$ cat src/design/mfpp_pkg.sv
// ----------------------------------------------------------------------------
// mfpp_pkg: shared definitions for the marker framed packet parser
// Parameter capacity, configuration register indexes and reset values, and
// the frame result type.
// ----------------------------------------------------------------------------
package mfpp_pkg;

  localparam int MAX_PARAMS = 12;
  localparam int ParamBits  = 8 * MAX_PARAMS;

  // configuration register indexes
  typedef logic [1:0] cfg_idx_t;
  localparam cfg_idx_t CFG_START  = 2'd0;
  localparam cfg_idx_t CFG_SECOND = 2'd1;
  localparam cfg_idx_t CFG_FOOTER = 2'd2;

  localparam logic [7:0] START_RESET  = 8'd170;
  localparam logic [7:0] SECOND_RESET = 8'd85;
  localparam logic [7:0] FOOTER_RESET = 8'd126;

  typedef struct packed {
    logic [7:0]  source_id;
    logic [7:0]  command;
    logic [7:0]  operation;
    logic [7:0]  data_length;
    logic [63:0] params_low;
    logic [31:0] params_high;
    logic [7:0]  checksum;
    logic        oversize;
  } frame_t;

endpackage

$ cat src/design/marker_framed_packet_parser.sv
// ----------------------------------------------------------------------------
// marker_framed_packet_parser: byte stream frame parser
// One received byte is taken per cycle while rx_stall is low. The footer byte
// of a complete frame registers its frame result for the frame channel, in the
// output register, or in the skid register while the sink stalls.
// Throughput: 1 word per cycle unless stalled; rx_stall rises only when both
// the output and the skid register hold frames that the sink has not taken.
// Reset (rst, synchronous): parser idle, stored bytes cleared, markers back
// to 170, 85 and 126, no frame pending.
// ----------------------------------------------------------------------------
module marker_framed_packet_parser (
  input  logic                 clk,
  input  logic                 rst,
  // configuration
  input  logic                 cfg_valid,
  output logic                 cfg_ready,
  input  mfpp_pkg::cfg_idx_t   cfg_index,
  input  logic [7:0]           cfg_data,
  // received bytes
  input  logic                 rx_valid,
  output logic                 rx_stall,
  input  logic [7:0]           rx_byte,
  // frame results
  output logic                 frame_valid,
  input  logic                 frame_stall,
  output logic [7:0]           source_id,
  output logic [7:0]           command,
  output logic [7:0]           operation,
  output logic [7:0]           data_length,
  output logic [63:0]          params_low,
  output logic [31:0]          params_high,
  output logic [7:0]           checksum,
  output logic                 oversize
);
  import mfpp_pkg::*;

  localparam int SlotW = $clog2(MAX_PARAMS + 1);
  localparam int IdxW  = (MAX_PARAMS > 1) ? $clog2(MAX_PARAMS) : 1;

  typedef enum logic [3:0] {
    PH_IDLE, PH_SECOND, PH_SOURCE, PH_COMMAND, PH_OPER,
    PH_LENGTH, PH_PARAM, PH_CHECK, PH_FOOTER
  } phase_t;

  logic [7:0] start_marker, second_marker, footer_marker;

  phase_t     phase, phase_next;
  logic [7:0] bytes_remaining, bytes_remaining_next;
  logic [SlotW-1:0] param_slot, param_slot_next;
  logic [7:0] src_hold, src_hold_next;
  logic [7:0] cmd_hold, cmd_hold_next;
  logic [7:0] oper_hold, oper_hold_next;
  logic [7:0] len_hold, len_hold_next;
  logic [7:0] checksum_hold, checksum_hold_next;
  logic [7:0] param_store [MAX_PARAMS];
  logic [7:0] param_store_next [MAX_PARAMS];

  frame_t result;
  logic   emit;
  frame_t out_q, skid_q;
  logic   out_valid, skid_valid;
  logic   rx_acc, out_free;
  logic   clear;
  phase_t phase_eff;
  logic [ParamBits-1:0] params_flat;

  assign cfg_ready = 1'b1;
  assign rx_stall  = skid_valid;
  assign rx_acc    = rx_valid && !skid_valid;
  assign out_free  = !out_valid || !frame_stall;

  // special marker handling ahead of the per phase update
  always_comb begin
    clear     = 1'b0;
    phase_eff = phase;
    if (rx_byte == start_marker) begin
      clear     = 1'b1;
      phase_eff = PH_SECOND;
    end
    if (phase_eff != PH_SECOND && rx_byte == second_marker) begin
      clear     = 1'b1;
      phase_eff = PH_IDLE;
    end
    if (phase_eff != PH_FOOTER && rx_byte == footer_marker) begin
      clear     = 1'b1;
      phase_eff = PH_IDLE;
    end
  end

  always_comb begin
    for (int i = 0; i < MAX_PARAMS; i++) begin
      params_flat[8*i +: 8] = param_store[i];
    end
  end

  always_comb begin
    phase_next           = phase_eff;
    bytes_remaining_next = clear ? 8'd0 : bytes_remaining;
    param_slot_next      = clear ? '0 : param_slot;
    src_hold_next        = clear ? 8'd0 : src_hold;
    cmd_hold_next        = clear ? 8'd0 : cmd_hold;
    oper_hold_next       = clear ? 8'd0 : oper_hold;
    len_hold_next        = clear ? 8'd0 : len_hold;
    checksum_hold_next   = clear ? 8'd0 : checksum_hold;
    for (int i = 0; i < MAX_PARAMS; i++) begin
      param_store_next[i] = clear ? 8'd0 : param_store[i];
    end
    emit = 1'b0;

    result.source_id   = src_hold;
    result.command     = cmd_hold;
    result.operation   = oper_hold;
    result.data_length = len_hold;
    result.params_low  = '0;
    result.params_high = '0;
    for (int i = 0; i < 8; i++) begin
      if (i < MAX_PARAMS) result.params_low[8*i +: 8] = params_flat[8*i +: 8];
    end
    for (int i = 0; i < 4; i++) begin
      if (i + 8 < MAX_PARAMS) result.params_high[8*i +: 8] = params_flat[8*(i+8) +: 8];
    end
    result.checksum = checksum_hold;
    result.oversize = (len_hold > 8'(MAX_PARAMS));

    unique case (phase_eff)
      PH_IDLE: begin
      end
      PH_SECOND: begin
        if (rx_byte == second_marker) phase_next = PH_SOURCE;
      end
      PH_SOURCE: begin
        src_hold_next = rx_byte;
        phase_next    = PH_COMMAND;
      end
      PH_COMMAND: begin
        cmd_hold_next = rx_byte;
        phase_next    = PH_OPER;
      end
      PH_OPER: begin
        oper_hold_next = rx_byte;
        phase_next     = PH_LENGTH;
      end
      PH_LENGTH: begin
        len_hold_next        = rx_byte;
        bytes_remaining_next = rx_byte;
        param_slot_next      = '0;
        phase_next           = (rx_byte == 8'd0) ? PH_CHECK : PH_PARAM;
      end
      PH_PARAM: begin
        // bytes past the buffer are counted but dropped
        if (param_slot_next < SlotW'(MAX_PARAMS)) begin
          param_store_next[param_slot_next[IdxW-1:0]] = rx_byte;
          param_slot_next = param_slot_next + SlotW'(1);
        end
        bytes_remaining_next = bytes_remaining_next - 8'd1;
        if (bytes_remaining_next == 8'd0) phase_next = PH_CHECK;
      end
      PH_CHECK: begin
        checksum_hold_next = rx_byte;
        phase_next         = PH_FOOTER;
      end
      PH_FOOTER: begin
        if (rx_byte == footer_marker) begin
          emit                 = 1'b1;
          phase_next           = PH_IDLE;
          bytes_remaining_next = 8'd0;
          param_slot_next      = '0;
          src_hold_next        = 8'd0;
          cmd_hold_next        = 8'd0;
          oper_hold_next       = 8'd0;
          len_hold_next        = 8'd0;
          checksum_hold_next   = 8'd0;
          for (int i = 0; i < MAX_PARAMS; i++) begin
            param_store_next[i] = 8'd0;
          end
        end
      end
      default: begin
        phase_next = PH_IDLE;
      end
    endcase
  end

  always_ff @(posedge clk) begin
    if (rst) begin
      start_marker    <= START_RESET;
      second_marker   <= SECOND_RESET;
      footer_marker   <= FOOTER_RESET;
      phase           <= PH_IDLE;
      bytes_remaining <= 8'd0;
      param_slot      <= '0;
      src_hold        <= 8'd0;
      cmd_hold        <= 8'd0;
      oper_hold       <= 8'd0;
      len_hold        <= 8'd0;
      checksum_hold   <= 8'd0;
      for (int i = 0; i < MAX_PARAMS; i++) begin
        param_store[i] <= 8'd0;
      end
      out_valid  <= 1'b0;
      skid_valid <= 1'b0;
    end else begin
      if (cfg_valid && cfg_ready) begin
        case (cfg_index)
          CFG_START:  start_marker  <= cfg_data;
          CFG_SECOND: second_marker <= cfg_data;
          CFG_FOOTER: footer_marker <= cfg_data;
          default: begin
          end
        endcase
      end

      if (rx_acc) begin
        phase           <= phase_next;
        bytes_remaining <= bytes_remaining_next;
        param_slot      <= param_slot_next;
        src_hold        <= src_hold_next;
        cmd_hold        <= cmd_hold_next;
        oper_hold       <= oper_hold_next;
        len_hold        <= len_hold_next;
        checksum_hold   <= checksum_hold_next;
        for (int i = 0; i < MAX_PARAMS; i++) begin
          param_store[i] <= param_store_next[i];
        end
      end

      // skid word drains first, so frames keep their order
      if (skid_valid && out_free) begin
        out_q      <= skid_q;
        out_valid  <= 1'b1;
        skid_valid <= 1'b0;
      end else if (rx_acc && emit && out_free) begin
        out_q     <= result;
        out_valid <= 1'b1;
      end else if (rx_acc && emit) begin
        skid_q     <= result;
        skid_valid <= 1'b1;
      end else if (out_free) begin
        out_valid <= 1'b0;
      end
    end
  end

  assign frame_valid = out_valid;
  assign source_id   = out_q.source_id;
  assign command     = out_q.command;
  assign operation   = out_q.operation;
  assign data_length = out_q.data_length;
  assign params_low  = out_q.params_low;
  assign params_high = out_q.params_high;
  assign checksum    = out_q.checksum;
  assign oversize    = out_q.oversize;

endmodule
$ cat config.mk
export PLATFORM = sky130hd
export DESIGN_NAME = marker_framed_packet_parser
export DESIGN_NICKNAME = d
export VERILOG_FILES = /design/src/design/mfpp_pkg.sv /design/src/design/marker_framed_packet_parser.sv
export SDC_FILE = /design/constraint.sdc
export NUM_CORES = 1
export LEC_CHECK = 0
export ABC_CLOCK_PERIOD_IN_PS = 24900
export BUFFER_PORTS_ARGS = -buffer_cell sky130_fd_sc_hd__buf_2
export CORE_MARGIN = 2
export CORE_UTILIZATION = 45
export CTS_BUF_LIST = sky130_fd_sc_hd__clkbuf_8
export DETAILED_ROUTE_END_ITERATION = 10
export PLACE_DENSITY = 0.6
export SYNTH_ARGS = -nofsm -noshare
export SYNTH_HDL_FRONTEND = slang
export SYNTH_SLANG_ARGS = --single-unit
$ cat constraint.sdc
create_clock -name clk -period 24.9 [get_ports clk]
set_input_delay 4.98 -clock clk [delete_from_list [all_inputs] [get_ports clk]]
set_output_delay 4.98 -clock clk [all_outputs]
set_load 0.01 [all_outputs]
# Yosys cells after proc, flatten, opt, wreduce, memory -nomap -nowiden
# Memories as Yosys holds them, arrays and structs flattened.
# Index checks and enable logic that the tools add are counted.
# totals
out_inout_bits,140
regBits,356
n_memories,1
in_bits,23
word_cells,169
ram_bits,96
# classes
bitwise_logic,16
mux,76
n_reduce_logical,25
addsub,2
magnitude_cmp,4
eq_ne,16
# memory_table
memory,words,width,read_ports,rd_ports_with_merged_regs,wr,line,rtl
param_store,12,8,12,0,12,marker_framed_packet_parser.sv:55,logic [7:0] param_store [MAX_PARAMS];
# ops
cell,n
8-bit 2-to-1 mux,37
137-bit 2-to-1 mux,2
96-bit 2-to-1 mux,2
96-bit case mux with 2 select lines,1
96-bit bitwise mux,1
8-bit case mux with 2 select lines,5
4-bit 2-to-1 mux,9
4-bit case mux with 9 select lines,1
8-bit demux with 4-bit select,1
8-bit equality test,3
8-bit case mux with 3 select lines,1
4-bit by 3-bit equality test with 1-bit output (second input constant),4
8-bit zero test,2
1-bit 2-to-1 mux,15
1-bit OR,12
4-bit case mux with 3 select lines,1
2-bit AND reduction,6
4-bit by 2-bit equality test with 1-bit output (second input constant),2
8-bit by 4-bit > comparator with 1-bit output (second input constant),1
8-bit by 1-bit subtractor with 8-bit output (second input constant),1
1-bit logical AND,7
5-bit >= comparator (second input constant),1
5-bit by 1-bit < comparator with 1-bit output (second input constant),1
4-bit NOT with 5-bit output,1
other kinds (18),22

# Longest topological paths before layout
# Gate-level depths: netlist (run 1).
# depth
word_depth,18
mapped_depth,19

# Worst setup path after synthesis (run 1)
# Ideal clock, no wire load.
# synth_timing
path_type,input to register
from,in rx_byte[7]
to,"reg out_q (netlist bit checksum[0]), enable pin"
slack_ps,7479
n_path_buf,2
setup_time_ps,850
arrival_ps,16571
path_stages,7
path_cell_list,buf_2 xnor2_1 nand4_1 nor2_2 clkbuf_1 nand3_1 a221oi_1
# synth_between
elab_chain_len,14
word_cells_on_any_way,17
cone_classes,6 x eq/ne; 5 x mux; 6 x reduce/logical
# synth_lines
element,line,rtl
start: declaration,marker_framed_packet_parser.sv:22,"input logic [7:0] rx_byte,"
8-bit equality test,marker_framed_packet_parser.sv:76,if (rx_byte == start_marker) begin
4-bit 2-to-1 mux,marker_framed_packet_parser.sv:76,
4-bit by 1-bit inequality test with 1-bit output,marker_framed_packet_parser.sv:80,if (phase_eff != PH_SECOND && rx_byte == second_marker) begin
1-bit logical AND,marker_framed_packet_parser.sv:80,
4-bit 2-to-1 mux,marker_framed_packet_parser.sv:80,
4-bit inequality test,marker_framed_packet_parser.sv:84,if (phase_eff != PH_FOOTER && rx_byte == footer_marker) begin
1-bit logical AND,marker_framed_packet_parser.sv:84,
4-bit 2-to-1 mux,marker_framed_packet_parser.sv:84,
4-bit equality test,marker_framed_packet_parser.sv:125,unique case (phase_eff)
1-bit 2-to-1 mux (*),marker_framed_packet_parser.sv:125,
1-bit logical AND (*) (2 in a row),marker_framed_packet_parser.sv:232,end else if (rx_acc && emit && out_free) begin
2-bit nonzero test (no line) (*),--,
2-bit AND reduction (no line) (*),--,
end signal: assignment,marker_framed_packet_parser.sv:229,out_q <= skid_q;
end signal: assignment,marker_framed_packet_parser.sv:233,out_q <= result;
end: declaration,marker_framed_packet_parser.sv:60,"frame_t out_q, skid_q;"
# Every way passes the cells marked *; elsewhere a longest branch is shown, timed or not.
# A chain may end at the register's enable or synchronous reset.

# Worst setup path in the final report (run 1)
# layout_timing
from,in rx_byte[7]
to,reg phase[0]
# layout_between
elab_chain_len,13
word_cells_on_any_way,31
cone_classes,1 x add/sub; 13 x eq/ne; 12 x mux; 5 x reduce/logical
# layout_lines
element,line,rtl
8-bit equality test,marker_framed_packet_parser.sv:76,
4-bit 2-to-1 mux,marker_framed_packet_parser.sv:76,
4-bit by 1-bit inequality test with 1-bit output,marker_framed_packet_parser.sv:80,
1-bit logical AND,marker_framed_packet_parser.sv:80,
4-bit 2-to-1 mux,marker_framed_packet_parser.sv:80,
4-bit inequality test,marker_framed_packet_parser.sv:84,
1-bit logical AND,marker_framed_packet_parser.sv:84,
1-bit 2-to-1 mux,marker_framed_packet_parser.sv:84,
8-bit 2-to-1 mux,marker_framed_packet_parser.sv:98,bytes_remaining_next = clear ? 8'd0 : bytes_remaining;
8-bit by 1-bit subtractor with 8-bit output,marker_framed_packet_parser.sv:155,bytes_remaining_next = bytes_remaining_next - 8'd1;
8-bit zero test,marker_framed_packet_parser.sv:156,if (bytes_remaining_next == 8'd0) phase_next = PH_CHECK;
4-bit 2-to-1 mux,marker_framed_packet_parser.sv:156,
4-bit case mux with 9 select lines (*),marker_framed_packet_parser.sv:125,
end signal: assignment,marker_framed_packet_parser.sv:214,phase <= phase_next;
end: declaration,marker_framed_packet_parser.sv:47,"phase_t phase, phase_next;"
# Marked as above.

==> results.py, run 1 <==
metrics = {
    "global_routing": {
        "grt_max_degree": 81,
        "grt_overflow": 0,
        "grt_pass1_wl_um": 63500,
        "grt_use_total_pct": 19.6,
        "antenna_found_initial": 1,
        "grt_pass1_vias": 10700,
    },
    "synth": {
        "async_flop_share_pct": 0,
        "yosys_warnings": 0,
        "avgSynthCellArea_sq_um": 14.7,
        "synth_top_area_share_pct": 61.2,
        "synthTopCellsByCount": "edfxtp_1, mux2_2, nand2_1",
        "synth-edff-count": 370,
        "syn_inst": 1234,
        "synth_cell_types": 72,
        "synth_top_area_cell": "edfxtp_1",
        "yosysSeqAreaShare_pct": 70.2,
        "yosys.cell_count.top_type": "edfxtp_1",
        "syn-num-nets": 1263,
        "synth_area_leaders": "edfxtp_1, dfxtp_1, mux2_2",
        "syn_area_sq_um": 18200,
        "synth_seq_cells": 452,
        "ys.flop_type": "edfxtp_1",
    },
    "drt": {
        "drt_iter0_markers": 770,
        "drt_pass1_iterations": 5,
        "postRouteAntennaNets": 0,
        "drcViolationCount": 0,
        "finalWirelength_um": 41100,
        "avgRoutedWirePerCell_um": 20.6,
        "routed-via-count": 11100,
        "vias_per_cell": 5.55,
    },
    "timing": {
        "relSlewSlack_pct": 25.5,
        "setup_viol": 0,
        "rsz0062_at_grt": "no",
        "finClkSkew_ps": 24.5,
        "hold_violations": 0,
        "fmax_ghz": 0.115,
        "fin_crit_sh_pct": 35.0,
        "tns_ps": 0,
        "setup_slack_ps": 16200,
        "worst_slew_pin_slew_ps": 1120,
        "slew_violations": 0,
        "post-route-min-period_ps": 8700,
    },
    "setup_path": {
        "arrival_ps": 9200,
        "cp-start-kind": "primary input",
        "cp_max_fo": 42,
        "ff2ff_setup_slack_ps": 20720,
        "rr_worst_depth": 15,
        "crit_path_end_kind": "flip-flop",
        "slowest_delay_ps": 760,
        "rr_startpoint": "footer_marker[3]$_SDFFE_PP1P_",
        "rr_endpoint": "phase[0]$_SDFFE_PP0P_",
        "critPathTopFamily": "simple AND/OR/NAND/NOR gates",
        "crit_type": "primary input to flip-flop",
        "path_cells": "buf_2 > xnor2_1 > nand4_1 > nor2_2 > a211o_1 > nand2_1 > buf_4 > nand2_1 > ha_1 > nand2b_1 > nor4_1 > xor2_1 > nor4b_1 > a31o_2 > a211o_1 > o22a_1",
        "crit_buf_inv": 2,
        "cpMaxStageDelayCell": "nor2_2",
        "required_ps": 25400,
    },
    "die": {
        "design.core.area_sq_um": 39800,
        "start_util_pct": 45.6,
        "fp.dieH_um": 205,
        "die_w_um": 205,
        "rows": 73,
        "dieArea_sq_um": 42000,
        "ios": 163,
    },
    "clock_tree": {
        "cts-root-buf": "clkbuf_8",
        "clock-sinks": 452,
        "cts_tree": "built",
        "clock_latency_ps": 620,
        "ctsHoldBuffers": 0,
        "ctsResizeCount": 0,
        "cts.htree.levels": 3,
        "cts_buffers": 76,
        "post_cts_buffers": 0,
        "clk_pin_slew_ps": 60,
        "clk_path_buf_depth": 3,
    },
    "pwr": {
        "p_per_area_nw_per_um2": 72.2,
        "ir_drop_mv": 0.0484,
        "p_total_uw": 1510,
        "p_leak_uw": 0.00745,
    },
    "finish": {
        "layout-drive-gt1-share_pct": 30.6,
        "design_area_sq_um": 20900,
        "instances_no_fill": 1995,
        "fillers": 3441,
        "area_delta_synth_final_pct": 15.1,
        "nets": 1435,
    },
    "placed_design": {
        "place_area_sq_um": 19500,
        "dpl_worst_slack_ps": 15630,
        "port_buffers": 161,
        "gp_congestion": 0.851,
        "dp_cells": 1853,
        "hpwl_um": 25300,
    },
    "min_path": {
        "worstHoldStart": "oper_hold[2]$_SDFFE_PP0P_",
        "min_to": "skid_q[115]$_DFFE_PP_",
        "min_path_cells": 0,
        "hold_path.class": "flip-flop to flip-flop",
    },
    "job": {
        "cap_violations": 0,
    },
    "run_status": {
        "status": "finished, final reports clean",
    },
}
[metrics by stage]
step	utilization, %	hold WS, ps
after floorplan	-	427
after global placement	48.9	434
after detailed placement	48.9	441
after CTS	52.5	455
after global routing	52.5	472
final	52.5	457
[flip-flops by register name (all words and copies together) (netlist names), 32 cells and up]
name and flops:
params_high 32, params_low 64, param_store 96, skid_q 137
[worst max path at each step]
stage                                                   to       start  slack (ps)  depth (start not counted)
after CTS                            phase[0]$_SDFFE_PP0P_  rx_byte[3]       16280                         16
after floorplan                      checksum[0]$_DFFE_PP_  rx_byte[7]        7480                          7
final                                phase[0]$_SDFFE_PP0P_  rx_byte[7]       16200                         16
after global routing      param_store[0][12]$_SDFFCE_PN0P_  rx_byte[7]       15900                         12
after detailed placement             phase[0]$_SDFFE_PP0P_  rx_byte[3]       15630                         16
after global placement               phase[0]$_SDFFE_PP0P_  rx_byte[2]       15800                         16
[cell families (layout without fill, tap and decap cells)]
kind of cell               after synthesis  in the layout  synth area share [%]
DFF                                    452            452                  70.2
and+or+nand+nor                        285            285                  8.17
AOI/OAI and AO/OA                      227            227                  8.89
muxes                                  141            141                  8.71
buffers and inverters                   94            329                  2.24
xor gates and xnor gates                28             28                  1.35
adders and majority gates                6              6                 0.413
other                                    1              2                0.0206
[cells in the final DEF (no fill, tap or decap), types with 6 or more instances in the layout]
| master | synthesis | routed |
|---|---|---|
| o2111ai_1 | 10 | 10 |
| a21oi_1 | 31 | 29 |
| clkinv_2 | 0 | 9 |
| nand4_1 | 32 | 32 |
| a211o_1 | 10 | 10 |
| clkinv_1 | 0 | 13 |
| a32o_1 | 30 | 30 |
| dfxtp_1 | 82 | 82 |
| nor2b_1 | 6 | 6 |
| ha_1 | 6 | 6 |
| o21ai_0 | 78 | 78 |
| inv_1 | 6 | 34 |
| nor4_1 | 7 | 7 |
| buf_4 | 2 | 20 |
| nand2_1 | 87 | 87 |
| nor2_1 | 24 | 22 |
| xor2_1 | 12 | 12 |
| a22o_1 | 18 | 18 |
| buf_2 | 19 | 161 |
| and3_1 | 6 | 6 |
| nor3_1 | 8 | 7 |
| xnor2_1 | 16 | 16 |
| nand3b_1 | 12 | 12 |
| mux2_2 | 137 | 137 |
| edfxtp_1 | 370 | 370 |
| nand3_1 | 71 | 71 |
| clkbuf_8 | 0 | 86 |
[layout make-up]
| class | count | area (sq um) | area share (%) |
|---|---|---|---|
| Tap cell | 525 | 657 | 3.14 |
| Timing Repair Buffer | 181 | 956 | 4.57 |
| Clock buffer | 86 | 1180 | 5.66 |
| Inverter | 7 | 28.8 | 0.138 |
| Clock inverter | 55 | 264 | 1.26 |
| Multi-Input combinational cell | 688 | 5060 | 24.2 |
| Antenna cell | 1 | 2.50 | 0.0120 |
| Sequential cell | 452 | 12800 | 61.0 |
[per-layer routing]
layer / routed length, um / vias up / track usage [%]
met3: 2440 / 53 / 4.23
met2: 19300 / 334 / 30.2
li1: - / 5162 / -
met4: 609 / 0 / 5.40
met1: 18800 / 5517 / 28.2
met5: 0 / - / 0
[power by group]
| group | switching [uW] | internal [uW] | total [uW] |
|---|---|---|---|
| Sequential | 10.4 | 829 | 839 |
| Clock | 294 | 328 | 622 |
| Combinational | 31.0 | 17.3 | 48.3 |
| Total | 336 | 1170 | 1510 |
No activity file was read; power rests on OpenSTA's default activity.
==> run 2, diff against run 1 <==
--- a/config.mk
+++ b/config.mk
@@ -5,13 +5,13 @@
 export SDC_FILE = /design/constraint.sdc
 export NUM_CORES = 1
 export LEC_CHECK = 0
-export ABC_CLOCK_PERIOD_IN_PS = 24900
+export ABC_CLOCK_PERIOD_IN_PS = 7800
 export BUFFER_PORTS_ARGS = -buffer_cell sky130_fd_sc_hd__buf_2
 export CORE_MARGIN = 2
 export CORE_UTILIZATION = 45
 export CTS_BUF_LIST = sky130_fd_sc_hd__clkbuf_8
 export DETAILED_ROUTE_END_ITERATION = 10
-export PLACE_DENSITY = 0.6
+export PLACE_DENSITY = 0.63
 export SYNTH_ARGS = -nofsm -noshare
 export SYNTH_HDL_FRONTEND = slang
 export SYNTH_SLANG_ARGS = --single-unit
==> constraint.sdc (replaced) <==
create_clock -name clk -period 7.8 [get_ports clk]
set_input_delay 1.56 -clock clk [delete_from_list [all_inputs] [get_ports clk]]
set_output_delay 1.56 -clock clk [all_outputs]
set_load 0.01 [all_outputs]
==> run 2 against run 1 <==
  * Utilization fell by 0.13 points
  * Sequential share of layout area rose by 0.15 points
  * Sequential power rose to 3.2 times the previous value
  * Combinational power rose to 3.2 times the previous value
  * Worst hold slack improved by 1.6 ps
  * Clock power rose to 3.1 times the previous value
  * Critical path depth fell by 4
  * Critical path type unchanged
==> results.py, run 2 (same netlist as run 1, synthesis figures left out) <==
metrics = {
    "die": {
        "design.core.area_sq_um": 39800,
        "rows": 73,
        "fp.dieH_um": 205,
        "dieArea_sq_um": 42000,
        "start_util_pct": 45.6,
        "ios": 163,
        "die_w_um": 205,
    },
    "timing": {
        "tns_ps": 0,
        "fin_crit_sh_pct": 64.9,
        "fmax_ghz": 0.198,
        "relSlewSlack_pct": 21.7,
        "hold_violations": 0,
        "post-route-min-period_ps": 5060,
        "slew_violations": 0,
        "setup_viol": 0,
        "worst_slew_pin_slew_ps": 1170,
        "finClkSkew_ps": 29.7,
        "rsz0062_at_grt": "no",
    },
    "drt": {
        "drt_pass1_iterations": 7,
        "vias_per_cell": 5.56,
        "postRouteAntennaNets": 0,
        "avgRoutedWirePerCell_um": 20.3,
        "finalWirelength_um": 40400,
        "drcViolationCount": 0,
        "routed-via-count": 11100,
        "drt_iter0_markers": 793,
    },
    "global_routing": {
        "antenna_found_initial": 1,
        "grt_max_degree": 80,
        "grt_overflow": 0,
        "grt_pass1_wl_um": 62400,
        "grt_pass1_vias": 10700,
        "grt_use_total_pct": 19.4,
    },
    "pwr": {
        "p_per_area_nw_per_um2": 227,
        "p_total_uw": 4740,
        "p_leak_uw": 0.00743,
        "ir_drop_mv": 0.139,
    },
    "clock_tree": {
        "cts_tree": "built",
        "post_cts_buffers": 0,
        "cts-root-buf": "clkbuf_8",
        "ctsResizeCount": 0,
        "cts.htree.levels": 3,
        "clock-sinks": 452,
        "ctsHoldBuffers": 0,
        "clock_latency_ps": 620,
        "cts_buffers": 75,
        "clk_path_buf_depth": 3,
        "clk_pin_slew_ps": 60,
    },
    "setup_path": {
        "arrival_ps": 5370,
        "critPathCapture": "param_store[0][12]$_SDFFCE_PN0P_",
        "cp_max_fo": 39,
        "rr_startpoint": "phase[2]$_SDFFE_PP0P_",
        "rr_endpoint": "param_store[0][12]$_SDFFCE_PN0P_",
        "rr_worst_depth": 10,
        "crit_path_end_kind": "flip-flop",
        "cp-start-kind": "primary input",
        "ff2ff_setup_slack_ps": 3600,
        "startpoint": "rx_byte[6]",
        "crit_type": "primary input to flip-flop",
        "required_ps": 8120,
    },
    "finish": {
        "seq_area_sq_um": 12800,
        "fillers": 3362,
        "layout_common_cells": "edfxtp_1, buf_2, mux2_2",
        "multiInputGateArea_sq_um": 5070,
        "nets": 1437,
        "area_delta_synth_final_pct": 14.8,
        "top_register": "skid_q",
        "largest_reg_flops": 137,
        "layout-drive-gt1-share_pct": 30.9,
        "layout_commonest_cell": "edfxtp_1",
    },
    "min_path": {
        "hold_path.class": "flip-flop to flip-flop",
    },
    "job": {
        "cap_violations": 0,
    },
    "placed_design": {
        "gp_congestion": 0.822,
        "hpwl_um": 25200,
        "port_buffers": 161,
    },
    "run_status": {
        "status": "finished, final reports clean",
    },
}
run 2: critical path, stage by stage:
cell and delay (ps):
buf_2 370, xor2_1 150, nor4_2 360, and2_1 450, a211o_1 450, nand2_1 260, buf_4 330, nand2_1 160
ha_1 310, o2111ai_1 560, nand4_1 280, o21ai_0 110
run 2: through the flow:
step	cell area (sq um)	util [%]	hold WS, ps	instances	setup WS (ps)
2_1_floorplan	18200	-	427	1234	854
6_report	20900	52.4	458	1989	2740
4_1_cts	20900	52.4	459	1988	2850
5_1_grt	20900	52.4	473	1989	2440
3_3_place_gp	19500	48.9	432	1856	2300
3_5_place_dp	19500	48.9	446	1856	2180
run 2: where the power goes:
| group | internal [uW] | leakage (uW) | switching (uW) | total, uW |
|---|---|---|---|---|
| clock network | 993 | 0.000797 | 910 | 1900 |
| logic | 55.2 | 0.00245 | 97.6 | 153 |
| registers | 2650 | 0.00418 | 32.7 | 2680 |
| total | 3700 | 0.00743 | 1040 | 4740 |
run 2: how the worst min path moves through the flow:
stage,start,end,slack [ps],cells after the start
floorplan,oper_hold[0]$_SDFFE_PP0P_,skid_q[113]$_DFFE_PP_,430,0
global placement,checksum_hold[4]$_SDFFE_PP0P_,skid_q[5]$_DFFE_PP_,430,0
detailed placement,checksum_hold[6]$_SDFFE_PP0P_,skid_q[7]$_DFFE_PP_,450,0
CTS,checksum_hold[3]$_SDFFE_PP0P_,skid_q[4]$_DFFE_PP_,460,0
global route,checksum_hold[4]$_SDFFE_PP0P_,skid_q[5]$_DFFE_PP_,470,0
finish,checksum_hold[6]$_SDFFE_PP0P_,skid_q[7]$_DFFE_PP_,460,0
run 2: layout make-up:
type	count	area share [%]
antenna	1	0.0120
clock buffer	85	5.61
clock inverter	47	0.954
inverter	7	0.138
multi-input combinational	688	24.3
sequential	452	61.1
tap	525	3.15
timing repair buffer	184	4.69
run 2: layer usage:
layer	routed length [um]	part of all wire [%]	GRT usage [%]	vias up
met5	0	0	0	-
met4	779	1.9	6.09	0
met2	19100	47	30.4	347
li1	-	-	-	5153
met3	2220	5.5	4.02	66
met1	18200	45	27.1	5490
==> run 3, diff against run 2 <==
--- a/config.mk
+++ b/config.mk
@@ -5,13 +5,13 @@
 export SDC_FILE = /design/constraint.sdc
 export NUM_CORES = 1
 export LEC_CHECK = 0
-export ABC_CLOCK_PERIOD_IN_PS = 7800
+export ABC_CLOCK_PERIOD_IN_PS = 4990
 export BUFFER_PORTS_ARGS = -buffer_cell sky130_fd_sc_hd__buf_2
 export CORE_MARGIN = 2
 export CORE_UTILIZATION = 45
 export CTS_BUF_LIST = sky130_fd_sc_hd__clkbuf_8
 export DETAILED_ROUTE_END_ITERATION = 10
-export PLACE_DENSITY = 0.63
+export PLACE_DENSITY = 0.6
 export SYNTH_ARGS = -nofsm -noshare
 export SYNTH_HDL_FRONTEND = slang
 export SYNTH_SLANG_ARGS = --single-unit
==> constraint.sdc (replaced) <==
create_clock -name clk -period 4.99 [get_ports clk]
set_input_delay 0.998 -clock clk [delete_from_list [all_inputs] [get_ports clk]]
set_output_delay 0.998 -clock clk [all_outputs]
set_load 0.01 [all_outputs]
==> run 3 against run 2 <==
  * Register-to-register slack worse by 2500 ps
  * Critical path depth grew 1
  * Clock power is 55% higher
  * Largest power group unchanged
  * Non-clock buffer count rose by 7
  * Sequential cell count unchanged
  * Wire length rose by 2.7%
  * Clock skew grew 10 ps
  * Worst setup slack worse by 1800 ps
  * Critical path type unchanged
  * Sequential share of layout area is 0.30 points lower
  * Combinational power up 61%
  * Sequential power grew 56%
  * Critical endpoint is now param_store[0][15]$_SDFFCE_PN0P_
  * Die area is the same
==> results.py, run 3 (same netlist as run 1, synthesis figures left out) <==
metrics = {
    "global_routing": {
        "grt_max_degree": 110,
        "grt_use_total_pct": 19.9,
        "grt_pass1_wl_um": 64100,
        "grt_overflow": 0,
        "antenna_found_initial": 1,
        "grt_pass1_vias": 10800,
    },
    "clock_tree": {
        "clk_pin_slew_ps": 60,
        "cts-root-buf": "clkbuf_8",
        "clock-sinks": 452,
        "cts_tree": "built",
        "post_cts_buffers": 0,
        "cts_buffers": 74,
        "cts.htree.levels": 3,
        "ctsResizeCount": 0,
        "clock_latency_ps": 620,
        "ctsHoldBuffers": 0,
        "clk_path_buf_depth": 3,
    },
    "drt": {
        "postRouteAntennaNets": 0,
        "finalWirelength_um": 41500,
        "routed-via-count": 11100,
        "dr.max_layer_used": "met5",
        "vias_per_cell": 5.59,
        "wl_met1_um": 18900,
        "avgRoutedWirePerCell_um": 20.8,
        "drt_pass1_iterations": 4,
        "drcViolationCount": 0,
        "drt_iter0_markers": 818,
        "wl_met2_um": 18900,
        "dr_wl_met3_um": 2660,
    },
    "min_path": {
        "worstHoldStart": "checksum_hold[7]$_SDFFE_PP0P_",
        "min_path_cells": 0,
        "min_to": "skid_q[8]$_DFFE_PP_",
        "hold_path.class": "flip-flop to flip-flop",
    },
    "finish": {
        "layout_commonest_cell": "edfxtp_1",
        "top_register": "skid_q",
        "area_delta_synth_final_pct": 15.4,
        "largest_reg_flops": 137,
        "utilization_pct": 52.6,
        "diodes": 0,
        "fillers": 3417,
        "layout-drive-gt1-share_pct": 31.0,
        "nets": 1443,
        "layout_common_cells": "edfxtp_1, buf_2, mux2_2",
    },
    "die": {
        "start_util_pct": 45.6,
        "dieArea_sq_um": 42000,
        "die_w_um": 205,
        "fp.dieH_um": 205,
        "ios": 163,
        "design.core.area_sq_um": 39800,
        "rows": 73,
    },
    "setup_path": {
        "crit_buf_inv": 3,
        "slowest_delay_ps": 570,
        "rr_endpoint": "param_store[0][15]$_SDFFCE_PN0P_",
        "rr_worst_depth": 11,
        "critPathTopFamily": "compound AO/OA/AOI/OAI gates",
        "cp_max_fo": 43,
        "crit_path_end_kind": "flip-flop",
        "cpMaxStageDelayCell": "o2111ai_1",
        "rr_startpoint": "phase[2]$_SDFFE_PP0P_",
        "path_cells": "buf_2 > xor2_1 > nor4_2 > and2_1 > a211o_1 > nand2_1 > buf_4 > nand2_1 > inv_1 > ha_1 > o2111ai_1 > nand4_1 > o21ai_0",
        "crit_type": "primary input to flip-flop",
        "ff2ff_setup_slack_ps": 1070,
        "cp-start-kind": "primary input",
        "crit_top_cell": "nand2_1",
        "arrival_ps": 4360,
        "required_ps": 5300,
    },
    "pwr": {
        "ir_drop_mv": 0.204,
        "p_total_uw": 7390,
        "p_leak_uw": 0.00745,
        "p_per_area_nw_per_um2": 352,
    },
    "timing": {
        "setup_viol": 0,
        "tns_ps": 0,
        "setup_slack_ps": 943,
        "post-route-min-period_ps": 4050,
        "hold_violations": 0,
        "slew_violations": 0,
        "fmax_ghz": 0.247,
        "relSlewSlack_pct": 15.9,
        "fin_crit_sh_pct": 81.1,
        "worst_slew_pin_slew_ps": 1250,
        "finClkSkew_ps": 39.8,
        "whs_ps": 447,
        "rsz0062_at_grt": "no",
    },
    "placed_design": {
        "dpl_worst_slack_ps": 326,
        "port_buffers": 161,
        "hpwl_um": 25500,
        "gp_congestion": 0.827,
    },
    "run_status": {
        "status": "finished, final reports clean",
    },
    "job": {
        "cap_violations": 0,
    },
}
-- run 3: changes by cell type in the layout (fill, tap and decap cells not counted), sizes merged --
| cell | delta |
|---|---|
| buf | +7 |
| bufinv | +2 |
| clkbuf | -8 |
| clkinvlp | +1 |
| diode | -1 |
| inv | -1 |
-- run 3: worst max-delay path by stage --
stage	from	endpoint	slack [ps]	cells after the start
2_1_floorplan	rx_byte[5]	checksum[0]$_DFFE_PP_	-840	7
3_3_place_gp	rx_byte[5]	param_store[0][8]$_SDFFCE_PN0P_	510	13
3_5_place_dp	rx_byte[2]	param_store[0][11]$_SDFFCE_PN0P_	330	13
4_1_cts	rx_byte[2]	param_store[0][11]$_SDFFCE_PN0P_	990	13
5_1_grt	rx_byte[2]	param_store[0][15]$_SDFFCE_PN0P_	620	13
6_report	rx_byte[4]	param_store[0][15]$_SDFFCE_PN0P_	940	13
-- run 3: final cells by class --
class                   count  area [sq um]  share of cell area, %
clock buffers              77          1060                   5.06
clock inverters            49           258                   1.23
inverters                   7          28.8                  0.137
multi-input cells         688          5110                   24.4
flip-flops and latches    452         12800                   60.8
well taps                 525           657                   3.13
repair buffers            191          1090                   5.22
-- run 3: metrics by stage --
stage               cells  area, sq um
floorplan            1234        18300
global placement     1863        19600
detailed placement   1863        19600
CTS                  1989        21000
global route         1989        21000
finish               1989        21000
-- run 3: per-layer routing --
layer  up-vias  GRT usage, %
met3        79          4.60
li1       5168             -
met2       356          30.0
met4         2          6.73
met5         -             0
met1      5506          28.5
-- run 3: power breakdown --
part	internal, uW	total (uW)	switching [uW]
clock network	1530	2950	1430
logic	90.1	247	157
registers	4140	4190	50.8
